`src/ddm_pkg.sv`:
```
// Shared types, widths and reset values for the differential drive mixer.
// Used by ddm_cfg, ddm_div and diff_drive_mixer_with_timeout_unit.
`default_nettype none

package ddm_pkg;

	// Default fraction bits of the velocity and track formats
	localparam int VEL_FRAC_BITS_DEF = 12;

	// Fixed field widths
	localparam int VEL_W   = 16;
	localparam int TRACK_W = 16;
	localparam int MAXS_W  = 16;
	localparam int DZ_W    = 15;
	localparam int TO_W    = 16;
	localparam int PER_W   = 10;
	localparam int CMD_W   = 16;
	localparam int AGE_W   = 16;
	localparam int Q_W     = 15;
	localparam int DEN_W   = MAXS_W + 1;
	localparam int CFG_AW  = 3;
	localparam int CFG_DW  = 16;

	// Register indexes
	localparam logic [CFG_AW-1:0] REG_TRACK   = 3'd0;
	localparam logic [CFG_AW-1:0] REG_MAXS    = 3'd1;
	localparam logic [CFG_AW-1:0] REG_DZ      = 3'd2;
	localparam logic [CFG_AW-1:0] REG_TIMEOUT = 3'd3;
	localparam logic [CFG_AW-1:0] REG_PERIOD  = 3'd4;

	// Register reset values
	localparam logic [TRACK_W-1:0] TRACK_RST   = 16'd2458;
	localparam logic [MAXS_W-1:0]  MAXS_RST    = 16'd4096;
	localparam logic [DZ_W-1:0]    DZ_RST      = 15'd1638;
	localparam logic [TO_W-1:0]    TIMEOUT_RST = 16'd250;
	localparam logic [PER_W-1:0]   PERIOD_RST  = 10'd50;

	// Input opcodes
	localparam logic OP_CMD  = 1'b0;
	localparam logic OP_TICK = 1'b1;

	// Largest normalized magnitude
	localparam logic [Q_W-1:0] Q_MAX = 15'h7FFF;

	typedef struct packed {
		logic [TRACK_W-1:0] wheel_base;
		logic [MAXS_W-1:0]  max_wheel_speed;
		logic [DZ_W-1:0]    deadzone;
		logic [TO_W-1:0]    stale_limit;
		logic [PER_W-1:0]   publish_period_ms;
	} cfg_t;

	typedef struct packed {
		logic           done;
		logic           sat;
		logic [Q_W-1:0] quo;
	} div_rsp_t;

endpackage

`default_nettype wire

```
`src/ddm_cfg.sv`:
```
// Configuration register file of the mixer: decode of the write port.
// Depends on ddm_pkg for register indexes, widths and reset values.
`default_nettype none

module ddm_cfg (
	input  wire                         clk,
	input  wire                         arst_n,
	input  wire                         we,
	input  wire [ddm_pkg::CFG_AW-1:0]   addr,
	input  wire [ddm_pkg::CFG_DW-1:0]   wdata,
	output ddm_pkg::cfg_t               cfg
);

	ddm_pkg::cfg_t cfg_q;

	// Write the addressed register; drop writes beyond the list
	always_ff @(posedge clk or negedge arst_n) begin
		if (!arst_n) begin
			cfg_q.wheel_base        <= ddm_pkg::TRACK_RST;
			cfg_q.max_wheel_speed   <= ddm_pkg::MAXS_RST;
			cfg_q.deadzone          <= ddm_pkg::DZ_RST;
			cfg_q.stale_limit       <= ddm_pkg::TIMEOUT_RST;
			cfg_q.publish_period_ms <= ddm_pkg::PERIOD_RST;
		end else if (we) begin
			case (addr)
				ddm_pkg::REG_TRACK:   cfg_q.wheel_base <= wdata[ddm_pkg::TRACK_W-1:0];
				ddm_pkg::REG_MAXS:    cfg_q.max_wheel_speed <= wdata[ddm_pkg::MAXS_W-1:0];
				ddm_pkg::REG_DZ:      cfg_q.deadzone <= wdata[ddm_pkg::DZ_W-1:0];
				ddm_pkg::REG_TIMEOUT: cfg_q.stale_limit <= wdata[ddm_pkg::TO_W-1:0];
				ddm_pkg::REG_PERIOD:  cfg_q.publish_period_ms <= wdata[ddm_pkg::PER_W-1:0];
				default: ;
			endcase
		end
	end

	assign cfg = cfg_q;

endmodule

`default_nettype wire

```
`src/ddm_div.sv`:
```
// Shared restoring divider with early saturation, one quotient bit a cycle.
// Depends on ddm_pkg for the quotient and divisor widths and the response struct.
`default_nettype none

module ddm_div #(
	parameter int NUM_W = 38
) (
	input  wire                        clk,
	input  wire                        arst_n,
	input  wire                        start,
	input  wire [NUM_W-1:0]            num,
	input  wire [ddm_pkg::DEN_W-1:0]   den,
	output ddm_pkg::div_rsp_t          rsp
);

	localparam int HI_W  = NUM_W - ddm_pkg::Q_W;
	localparam int CNT_W = $clog2(ddm_pkg::Q_W);
	localparam logic [CNT_W-1:0] LAST_STEP = CNT_W'(ddm_pkg::Q_W - 1);

	localparam logic [1:0] D_IDLE  = 2'd0;
	localparam logic [1:0] D_CHECK = 2'd1;
	localparam logic [1:0] D_STEP  = 2'd2;

	logic [1:0]                 state_q;
	logic [CNT_W-1:0]           cnt_q;
	logic [HI_W-1:0]            rem_q;
	logic [ddm_pkg::Q_W-1:0]    lo_q;
	logic [ddm_pkg::DEN_W-1:0]  den_q;
	logic                       done_q;
	logic                       sat_q;

	logic [ddm_pkg::DEN_W:0]    trial;
	logic [ddm_pkg::DEN_W:0]    diff;
	logic                       qbit;

	// Shift in the next dividend bit and try the subtraction
	assign trial = {rem_q[ddm_pkg::DEN_W-1:0], lo_q[ddm_pkg::Q_W-1]};
	assign diff  = trial - {1'b0, den_q};
	assign qbit  = (trial >= {1'b0, den_q});

	// Control: load, saturation check, then one bit per cycle
	always_ff @(posedge clk or negedge arst_n) begin
		if (!arst_n) begin
			state_q <= D_IDLE;
			cnt_q   <= '0;
			done_q  <= 1'b0;
			sat_q   <= 1'b0;
		end else begin
			done_q <= 1'b0;
			case (state_q)
				D_IDLE: begin
					if (start) begin
						state_q <= D_CHECK;
					end
				end
				D_CHECK: begin
					cnt_q <= '0;
					if (rem_q >= HI_W'(den_q)) begin
						sat_q   <= 1'b1;
						done_q  <= 1'b1;
						state_q <= D_IDLE;
					end else begin
						sat_q   <= 1'b0;
						state_q <= D_STEP;
					end
				end
				D_STEP: begin
					cnt_q <= cnt_q + 1'b1;
					if (cnt_q == LAST_STEP) begin
						done_q  <= 1'b1;
						state_q <= D_IDLE;
					end
				end
				default: state_q <= D_IDLE;
			endcase
		end
	end

	// Datapath: remainder and dividend/quotient shift register
	always_ff @(posedge clk) begin
		if (state_q == D_IDLE && start) begin
			rem_q <= num[NUM_W-1:ddm_pkg::Q_W];
			lo_q  <= num[ddm_pkg::Q_W-1:0];
			den_q <= den;
		end else if (state_q == D_STEP) begin
			if (qbit) begin
				rem_q <= HI_W'(diff[ddm_pkg::DEN_W-1:0]);
			end else begin
				rem_q <= HI_W'(trial[ddm_pkg::DEN_W-1:0]);
			end
			lo_q <= {lo_q[ddm_pkg::Q_W-2:0], qbit};
		end
	end

	assign rsp.done = done_q;
	assign rsp.sat  = sat_q;
	assign rsp.quo  = lo_q;

`ifndef SYNTHESIS
	// Done is a single-cycle pulse
	a_done_pulse: assert property (@(posedge clk) disable iff (!arst_n)
		done_q |=> !done_q)
		else $error("divider done held for more than one cycle");

	// Remainder stays below the divisor while stepping
	a_rem_bound: assert property (@(posedge clk) disable iff (!arst_n)
		(state_q == D_STEP) |-> (rem_q < HI_W'(den_q)))
		else $error("divider remainder not below divisor");

	// A start is only honored when the unit is idle
	a_start_idle: assert property (@(posedge clk) disable iff (!arst_n)
		(state_q == D_CHECK) |-> $past(state_q) == D_IDLE)
		else $error("divider check entered from a busy state");
`endif

endmodule

`default_nettype wire

```
`src/diff_drive_mixer_with_timeout_unit.sv`:
```
// Top level of the differential drive mixer with command timeout.
// Depends on ddm_pkg, ddm_cfg and ddm_div.
//
//  channel | direction | tdata (low bit up)            | tuser
//  s_*     | in        | lin_vel[15:0], ang_vel[31:16] | opcode
//  m_*     | out       | left_cmd[15:0], right_cmd[31:16] | timed_out
//  cfg_*   | in        | write enable, index, 16-bit data | -
//
// A command beat or a tick that does not publish leaves the unit idle.
// A publishing tick with a stale command or zero max speed goes straight to
// the output state; otherwise it runs one multiply, then per wheel one sum,
// one normalize and a pass through the shared divider, then the output state
// that loads the output register.
// Input ready drops while a publish is worked out and while its result waits
// for the output register. Reset is asynchronous and needs no clearing pass.
`default_nettype none

module diff_drive_mixer_with_timeout_unit #(
	parameter int VEL_FRAC_BITS = ddm_pkg::VEL_FRAC_BITS_DEF
) (
	input  wire                        clk,
	input  wire                        arst_n,
	input  wire                        s_tvalid,
	output logic                       s_tready,
	input  wire [31:0]                 s_tdata,   // lin_vel, ang_vel
	input  wire                        s_tuser,   // opcode
	output logic                       m_tvalid,
	input  wire                        m_tready,
	output logic [31:0]                m_tdata,   // left_cmd, right_cmd
	output logic                       m_tuser,   // timed_out
	input  wire                        cfg_we,
	input  wire [ddm_pkg::CFG_AW-1:0]  cfg_addr,
	input  wire [ddm_pkg::CFG_DW-1:0]  cfg_wdata
);

	localparam int V_W   = ddm_pkg::VEL_W + VEL_FRAC_BITS + 1;
	localparam int P_W   = ddm_pkg::VEL_W + ddm_pkg::TRACK_W + 1;
	localparam int SUM_W = ((V_W > P_W) ? V_W : P_W) + 1;
	localparam int SH    = 15 - VEL_FRAC_BITS;
	localparam int NUM_W = SUM_W + SH + 1;

	localparam logic [2:0] S_IDLE = 3'd0;
	localparam logic [2:0] S_MUL  = 3'd1;
	localparam logic [2:0] S_SUM  = 3'd2;
	localparam logic [2:0] S_NORM = 3'd3;
	localparam logic [2:0] S_DIV  = 3'd4;
	localparam logic [2:0] S_OUT  = 3'd5;

	ddm_pkg::cfg_t     cfg;
	ddm_pkg::div_rsp_t div_rsp;

	logic [2:0]                         state_q;
	logic signed [ddm_pkg::VEL_W-1:0]   lin_held_q;
	logic signed [ddm_pkg::VEL_W-1:0]   ang_held_q;
	logic [ddm_pkg::AGE_W-1:0]          age_q;
	logic                               seen_q;
	logic [ddm_pkg::PER_W-1:0]          period_cnt_q;
	logic                               side_q;
	logic                               neg_q;
	logic                               stale_q;
	logic signed [ddm_pkg::CMD_W-1:0]   left_q;
	logic signed [ddm_pkg::CMD_W-1:0]   right_q;
	logic signed [P_W-1:0]              prod_s1;
	logic signed [SUM_W-1:0]            sum_s2;
	logic [NUM_W-1:0]                   num_next;
	logic                               div_start;
	logic                               m_tvalid_q;
	logic [31:0]                        m_tdata_q;
	logic                               m_tuser_q;

	logic                               in_beat;
	logic [ddm_pkg::AGE_W-1:0]          age_next;
	logic [ddm_pkg::PER_W-1:0]          period_next;
	logic [ddm_pkg::PER_W-1:0]          period_eff;
	logic                               publish;
	logic                               stale_next;
	logic signed [V_W-1:0]              v_scaled;
	logic [SUM_W-1:0]                   mag;
	logic [ddm_pkg::Q_W-1:0]            q_mag;
	logic [ddm_pkg::Q_W-1:0]            q_dz;
	logic signed [ddm_pkg::CMD_W-1:0]   q_signed;
	logic                               out_free;

	ddm_cfg u_cfg (
		.clk    (clk),
		.arst_n (arst_n),
		.we     (cfg_we),
		.addr   (cfg_addr),
		.wdata  (cfg_wdata),
		.cfg    (cfg)
	);

	ddm_div #(
		.NUM_W (NUM_W)
	) u_div (
		.clk    (clk),
		.arst_n (arst_n),
		.start  (div_start),
		.num    (num_next),
		.den    ({cfg.max_wheel_speed, 1'b0}),
		.rsp    (div_rsp)
	);

	// Handshake and tick bookkeeping
	assign s_tready    = (state_q == S_IDLE);
	assign in_beat     = s_tvalid && s_tready;
	assign out_free    = !m_tvalid_q || m_tready;
	assign age_next    = (age_q == {ddm_pkg::AGE_W{1'b1}}) ? age_q : age_q + 1'b1;
	assign period_next = period_cnt_q + 1'b1;
	assign period_eff  = (cfg.publish_period_ms == '0) ? ddm_pkg::PER_W'(1)
	                                                   : cfg.publish_period_ms;
	assign publish     = (period_next >= period_eff);
	assign stale_next  = !seen_q || (age_next > cfg.stale_limit);
	assign div_start   = (state_q == S_NORM);

	// Wheel numerator: twice the linear speed, plus or minus w times T
	assign v_scaled = {lin_held_q, {(VEL_FRAC_BITS + 1){1'b0}}};
	assign mag      = sum_s2[SUM_W-1] ? SUM_W'(-sum_s2) : SUM_W'(sum_s2);

	// Divider operand: scaled magnitude plus half the divisor rounds half away
	assign num_next = NUM_W'({mag, {SH{1'b0}}}) + NUM_W'(cfg.max_wheel_speed);

	// Clamp, deadzone and sign of the divider result
	assign q_mag    = div_rsp.sat ? ddm_pkg::Q_MAX : div_rsp.quo;
	assign q_dz     = (q_mag < cfg.deadzone) ? '0 : q_mag;
	assign q_signed = neg_q ? -$signed({1'b0, q_dz}) : $signed({1'b0, q_dz});

	// Sequencer and held command state
	always_ff @(posedge clk or negedge arst_n) begin
		if (!arst_n) begin
			state_q      <= S_IDLE;
			lin_held_q   <= '0;
			ang_held_q   <= '0;
			age_q        <= '0;
			seen_q       <= 1'b0;
			period_cnt_q <= '0;
			side_q       <= 1'b0;
		end else begin
			case (state_q)
				S_IDLE: begin
					if (in_beat && s_tuser == ddm_pkg::OP_CMD) begin
						lin_held_q <= s_tdata[15:0];
						ang_held_q <= s_tdata[31:16];
						age_q      <= '0;
						seen_q     <= 1'b1;
					end else if (in_beat) begin
						age_q <= age_next;
						if (publish) begin
							period_cnt_q <= '0;
							side_q       <= 1'b0;
							if (stale_next || cfg.max_wheel_speed == '0) begin
								state_q <= S_OUT;
							end else begin
								state_q <= S_MUL;
							end
						end else begin
							period_cnt_q <= period_next;
						end
					end
				end
				S_MUL:  state_q <= S_SUM;
				S_SUM:  state_q <= S_NORM;
				S_NORM: state_q <= S_DIV;
				S_DIV: begin
					if (div_rsp.done) begin
						if (side_q) begin
							state_q <= S_OUT;
						end else begin
							side_q  <= 1'b1;
							state_q <= S_SUM;
						end
					end
				end
				S_OUT: begin
					if (out_free) begin
						state_q <= S_IDLE;
					end
				end
				default: state_q <= S_IDLE;
			endcase
		end
	end

	// Arithmetic registers of the publish sequence
	always_ff @(posedge clk) begin
		if (state_q == S_IDLE && in_beat) begin
			stale_q <= stale_next;
			left_q  <= '0;
			right_q <= '0;
		end
		if (state_q == S_MUL) begin
			prod_s1 <= ang_held_q * $signed({1'b0, cfg.wheel_base});
		end
		if (state_q == S_SUM) begin
			if (side_q) begin
				sum_s2 <= SUM_W'(v_scaled) + SUM_W'(prod_s1);
			end else begin
				sum_s2 <= SUM_W'(v_scaled) - SUM_W'(prod_s1);
			end
		end
		if (state_q == S_NORM) begin
			neg_q <= sum_s2[SUM_W-1];
		end
		if (state_q == S_DIV && div_rsp.done) begin
			if (side_q) begin
				right_q <= q_signed;
			end else begin
				left_q <= q_signed;
			end
		end
	end

	// Output register: load the result, hold until the beat is taken
	always_ff @(posedge clk or negedge arst_n) begin
		if (!arst_n) begin
			m_tvalid_q <= 1'b0;
		end else if (state_q == S_OUT && out_free) begin
			m_tvalid_q <= 1'b1;
		end else if (m_tready) begin
			m_tvalid_q <= 1'b0;
		end
	end

	always_ff @(posedge clk) begin
		if (state_q == S_OUT && out_free) begin
			m_tdata_q <= {right_q, left_q};
			m_tuser_q <= stale_q;
		end
	end

	assign m_tvalid = m_tvalid_q;
	assign m_tdata  = m_tdata_q;
	assign m_tuser  = m_tuser_q;

`ifndef SYNTHESIS
	// A stale result carries zero motion
	a_stale_zero: assert property (@(posedge clk) disable iff (!arst_n)
		(m_tvalid_q && m_tuser_q) |-> (m_tdata_q == 32'd0))
		else $error("stale result carries nonzero wheel commands");

	// Divider answers only while the sequencer waits for it
	a_div_owner: assert property (@(posedge clk) disable iff (!arst_n)
		div_rsp.done |-> (state_q == S_DIV))
		else $error("divider done outside of the wait state");

	// A publishing tick leaves the idle state
	a_publish_busy: assert property (@(posedge clk) disable iff (!arst_n)
		(in_beat && s_tuser == ddm_pkg::OP_TICK && publish) |=> !s_tready)
		else $error("input still ready after a publishing tick");
`endif

endmodule

`default_nettype wire
```
`config.mk`:
```
export PLATFORM = sky130hd
export DESIGN_NAME = diff_drive_mixer_with_timeout_unit
export DESIGN_NICKNAME = d
export VERILOG_FILES = /design/src/ddm_pkg.sv /design/src/ddm_cfg.sv /design/src/ddm_div.sv /design/src/diff_drive_mixer_with_timeout_unit.sv
export SDC_FILE = /design/constraint.sdc
export NUM_CORES = 1
export LEC_CHECK = 0
export BUFFER_PORTS_ARGS = -buffer_cell sky130_fd_sc_hd__buf_2
export CAP_MARGIN = 10
export CORE_MARGIN = 5
export CORE_UTILIZATION = 66
export CTS_BUF_LIST = sky130_fd_sc_hd__clkbuf_4
export CTS_CLUSTER_DIAMETER = 200
export DETAILED_ROUTE_END_ITERATION = 8
export GPL_TIMING_DRIVEN = 0
export PLACE_DENSITY = 0.81
export SYNTH_ARGS = -nofsm -noshare
export SYNTH_HDL_FRONTEND = slang
export SYNTH_SLANG_ARGS = --single-unit
```
`constraint.sdc`:
```
create_clock -name clk -period 8.95 [get_ports clk]
set_input_delay 0.4475 -clock clk [delete_from_list [all_inputs] [get_ports clk]]
set_output_delay 0.4475 -clock clk [all_outputs]
set_load 0.01 [all_outputs]
```
==> impl_summary.txt <==
----------------------------------------------------
[Run status]
  Result of the run ... complete, no violations

[GRT]
  Antenna violations before repair ... 4
  Vias in the first global route ... 23.52k
  Aggregate global-route resource usage ... 0.3232
  Wire length of the first global-routing pass ... 121500 microns
  Total overflow reported by the global router ... 0
  Pin count of the biggest net entering global routing ... 82

[Synth]
  Synthesized-area fraction occupied by adder cells ... 0.2541
  Simple-gate area share of the yosys netlist ... 0.1495
  Proportion of synthesized area in mux cells ... 0.04405
  Mean instance size in the synthesized netlist ... 9.703 sq um
  Net Count, Synth ... 3415
  Warnings from Yosys ... 0
  Count of flip-flops with a built-in enable after synthesis ... 156
  Post-synthesis register bit count ... 333
  Share of the synthesized area in compound gates (AO/OA/AOI/OAI) ... 0.1240
  Post-synthesis xor/xnor area fraction ... 0.04569
  Synth Cell Area ... 0.02818 sq mm
  Flip-flop cell with the highest count after synthesis ... edfxtp_1
  Ys async rst share ... 0.4354
  Number of instances in the synthesized netlist ... 2904
  Seq/Total Area, Yosys ... 0.3187
  Post-synth cell types ... 92
  Largest family of logic cells by synthesized area ... adder cells

[Clock tree]
  Register clock-pin slew on the reported worst setup and hold paths ... 0.07 ns
  TritonCTS Buffers ... 87
  Library cell used as clock root buffer ... clkbuf_4
  CTS-repair resized insts ... 0
  TritonCTS clock tree ... done
  Total clock sinks ... 333
  Buffer levels on the longest clock path ... 3
  Deepest level of the CTS H-tree ... 3
  Clock latency reported for the late side of the worst-skew pair ... 0.86 ns

[STA]
  Headroom to the max-slew limit ... 0.2230
  Crit share post-route ... 0.8655
  Number of slew-limit violations in the final report ... 0
  Fin crit period ... 7.746 ns
  Final setup margin ... 1.204 ns
  Highest clock rate ... 0.1291 GHz
  Setup violators final ... 0
  Final-layout worst hold slack ... 0.1064 ns
  Setup TNS after final layout ... 0 ns
  Pin slew with the least headroom to its limit ... 1.157 ns
  Final hold viol count ... 0
  Unrepaired setup endpoints after global routing ... false
  Worst Clk Skew ... 0.08717 ns

[Setup path]
  Worst endpoint required time ... 9.54 ns
  Kind of cell with the highest combined delay on the critical path ... adder cells
  Maximum fanout along the worst path ... 10
  Launching element type of the critical path ... register
  Worst Setup End Kind ... register
  Most frequent cell on the critical path ... fa_1
  Data arrival time at the worst-slack endpoint ... 8.33 ns
  Slowest cell delay on critical path ... 0.68 ns
  Number of buffer and inverter stages on the critical path ... 4
  Critical path type ... reg2reg
  Critical path, cell by cell ... clkbuf_1, nand2_1, fa_1, fa_1, fa_1, inv_1, fa_1, fa_1, inv_1, fa_1, inv_1, ha_1, or2_2, a221oi_1, a21boi_0, nor4b_1, o311ai_0, a31oi_1, o41a_1, xnor2_1
  Cell with the largest stage delay on the worst path ... dfstp_2

[Routing]
  Residual DRC ... 0
  Final wirelength ... 74460 microns
  First DRT Iteration DRCs ... 1644
  Number of detailed-route iterations in the first pass ... 7
  Antenna Violating Nets Remaining ... 0
  DR WL/cell ... 19.82 microns
  Via count normalized by instance count ... 6.045
  Via Count ... 22.71k

[Min path]
  Worst min-delay path class ... in2reg

[Floorplanning]
  Die span in y ... 216.6 microns
  Ports ... 92
  Initial Util ... 0.6687
  Total number of placement rows ... 75
  Core ar. ... 0.04213 sq mm
  Total die area ... 0.04692 sq mm
  X dimension of the die ... 216.6 microns

[Placement]
  Worst setup slack after placement ... 1.211 ns
  Total half-perimeter wirelength after legalization and detailed placement ... 57550 microns
  Number of buffer cells added on primary ports ... 90
  Global placement routability congestion ... 0.9743

[Cells and area]
  Final #Nets ... 3653
  Synthesis-to-layout area growth ... 10.53%
  Fraction of final layout cells with drive strength greater than 1 ... 0.1234
  Final core utilization ... 0.7392

[Flow run]
  Max-cap violations ... 0

----------------------------------------------------
metrics by stage:
step           std cells  area, sq um
2_1_floorplan       2904        28180
3_3_place_gp        3533        29300
3_5_place_dp        3540        29430
4_1_cts             3754        31130
5_1_grt             3757        31140
6_report            3757        31140
synthesized netlist by cell type, types with 22 or more instances:
cell type	instances	area (sq um)
nand4_1	27	168.9
dfstp_2	22	578.1
nand2_1	320	1201
xor2_1	46	402.9
nor2_1	123	461.7
nor4_1	22	137.6
a21o_1	39	292.8
edfxtp_1	156	4684
o31ai_1	26	195.2
ha_1	257	3216
a22o_1	26	227.7
xnor2_1	101	884.6
clkbuf_1	91	341.6
o21ai_0	164	820.8
nor3_1	44	220.2
or3_1	22	137.6
inv_1	368	1381
a21oi_1	110	550.5
nand3_1	46	230.2
and2_1	116	725.7
dfrtp_1	123	3078
nand2b_1	26	162.7
mux2i_1	28	280.3
fa_1	197	3944
mux2_2	84	945.9
dfxtp_1	32	640.6
o21a_1	26	195.2
cells by family after synthesis:
| logic type | count (synthesis) |
|---|---|
| compound gates | 536 |
| xor+xnor | 147 |
| fa+ha+maj | 454 |
| buf+inv | 472 |
| flops | 333 |
| mux | 113 |
| other cells | 1 |
| simple gates | 848 |
what timing repair did:
action                    CTS  global route
hold buffers               51             0
setup buffers               0             0
hold endpoints to repair  171             0
cell type report:
type | count | area, sq um
diodes | 2 | 5.005
plain buffers | 103 | 412.9
clock buffers | 124 | 930.9
clock inverters | 39 | 261.5
fillers | 3036 | 10990
inverters | 369 | 1385
multi-input cells | 2099 | 17420
flip-flops and latches | 333 | 8981
well taps | 539 | 674.4
repair buffers | 149 | 1075
path summary, 6_finish.rpt:
check | end | cells after the start | slack [ns] | start
min in group asynchronous | age_q[12]$_DFFE_PN0P_ | 2 | 0.15 | arst_n
min | stale_q$_DFFE_PP_ | 3 | 0.11 | s_tvalid
max | prod_s1[32]$_DFFE_PP_ | 20 | 1.20 | u_cfg.cfg[68]$_DFFE_PN1P_
min reg2reg | m_tuser$_DFFE_PP_ | 0 | 0.42 | stale_q$_DFFE_PP_
max in group asynchronous | u_cfg.cfg[64]$_DFFE_PN1P_ | 3 | 7.91 | arst_n
max reg2reg | prod_s1[32]$_DFFE_PP_ | 20 | 1.20 | u_cfg.cfg[68]$_DFFE_PN1P_
worst reg2reg max path: cells and delay by family (launching register included):
family | cells | cell delay (ns)
buf+inv | 4 | 0.72
flops | 1 | 0.68
xor+xnor | 1 | 0.13
compound gates | 5 | 1.98
fa+ha+maj | 7 | 3.39
simple gates | 3 | 0.62
sequential cells by signal (all words and copies together), names as in the netlist, 2 cells and up:
register,count
u_cfg.cfg,73
u_div.den_q,16
prod_s1,33
state_q,3
right_q,16
u_div.rem_q,23
sum_s2,34
left_q,16
u_div.lo_q,15
age_q,16
ang_held_q,16
u_div.state_q,2
period_cnt_q,10
m_tdata,32
lin_held_q,16
u_div.cnt_q,4
cell usage in the layout (no fill, tap or decap), drive strengths merged, types with 17 or more instances in the layout:
cell type,instances
nor3,44
a21o,39
and2,117
dlygate4sd3,51
o31ai,27
or2,24
dfxtp,32
a22o,26
ha,257
nor2,123
edfxtp,156
inv,372
xor2,46
nand2,323
nand4,27
dfstp,22
o21ai,164
or3,22
mux2,85
nand2b,26
nand3,46
a31oi,17
o21a,26
fa,197
clkbuf,218
nor2b,17
nor4,24
clkinv,31
a21oi,110
xnor2,101
dfrtp,123
mux2i,28
buf,107
per-layer routing:
| metal | wire (microns) | vias to the layer above | track usage | part of all wire |
|---|---|---|---|---|
| met2 | 36200 | 913 | 0.5510 | 0.49 |
| met5 | 0 | - | 0 | 0 |
| met3 | 4932 | 256 | 0.05107 | 0.066 |
| li1 | - | 10470 | - | - |
| met1 | 29310 | 11070 | 0.4009 | 0.39 |
| met4 | 4010 | 0 | 0.1651 | 0.054 |
Power is left out: the tool's default activity adds up to more than one toggle a clock period on the data nets, which glitch-free logic cannot reach.
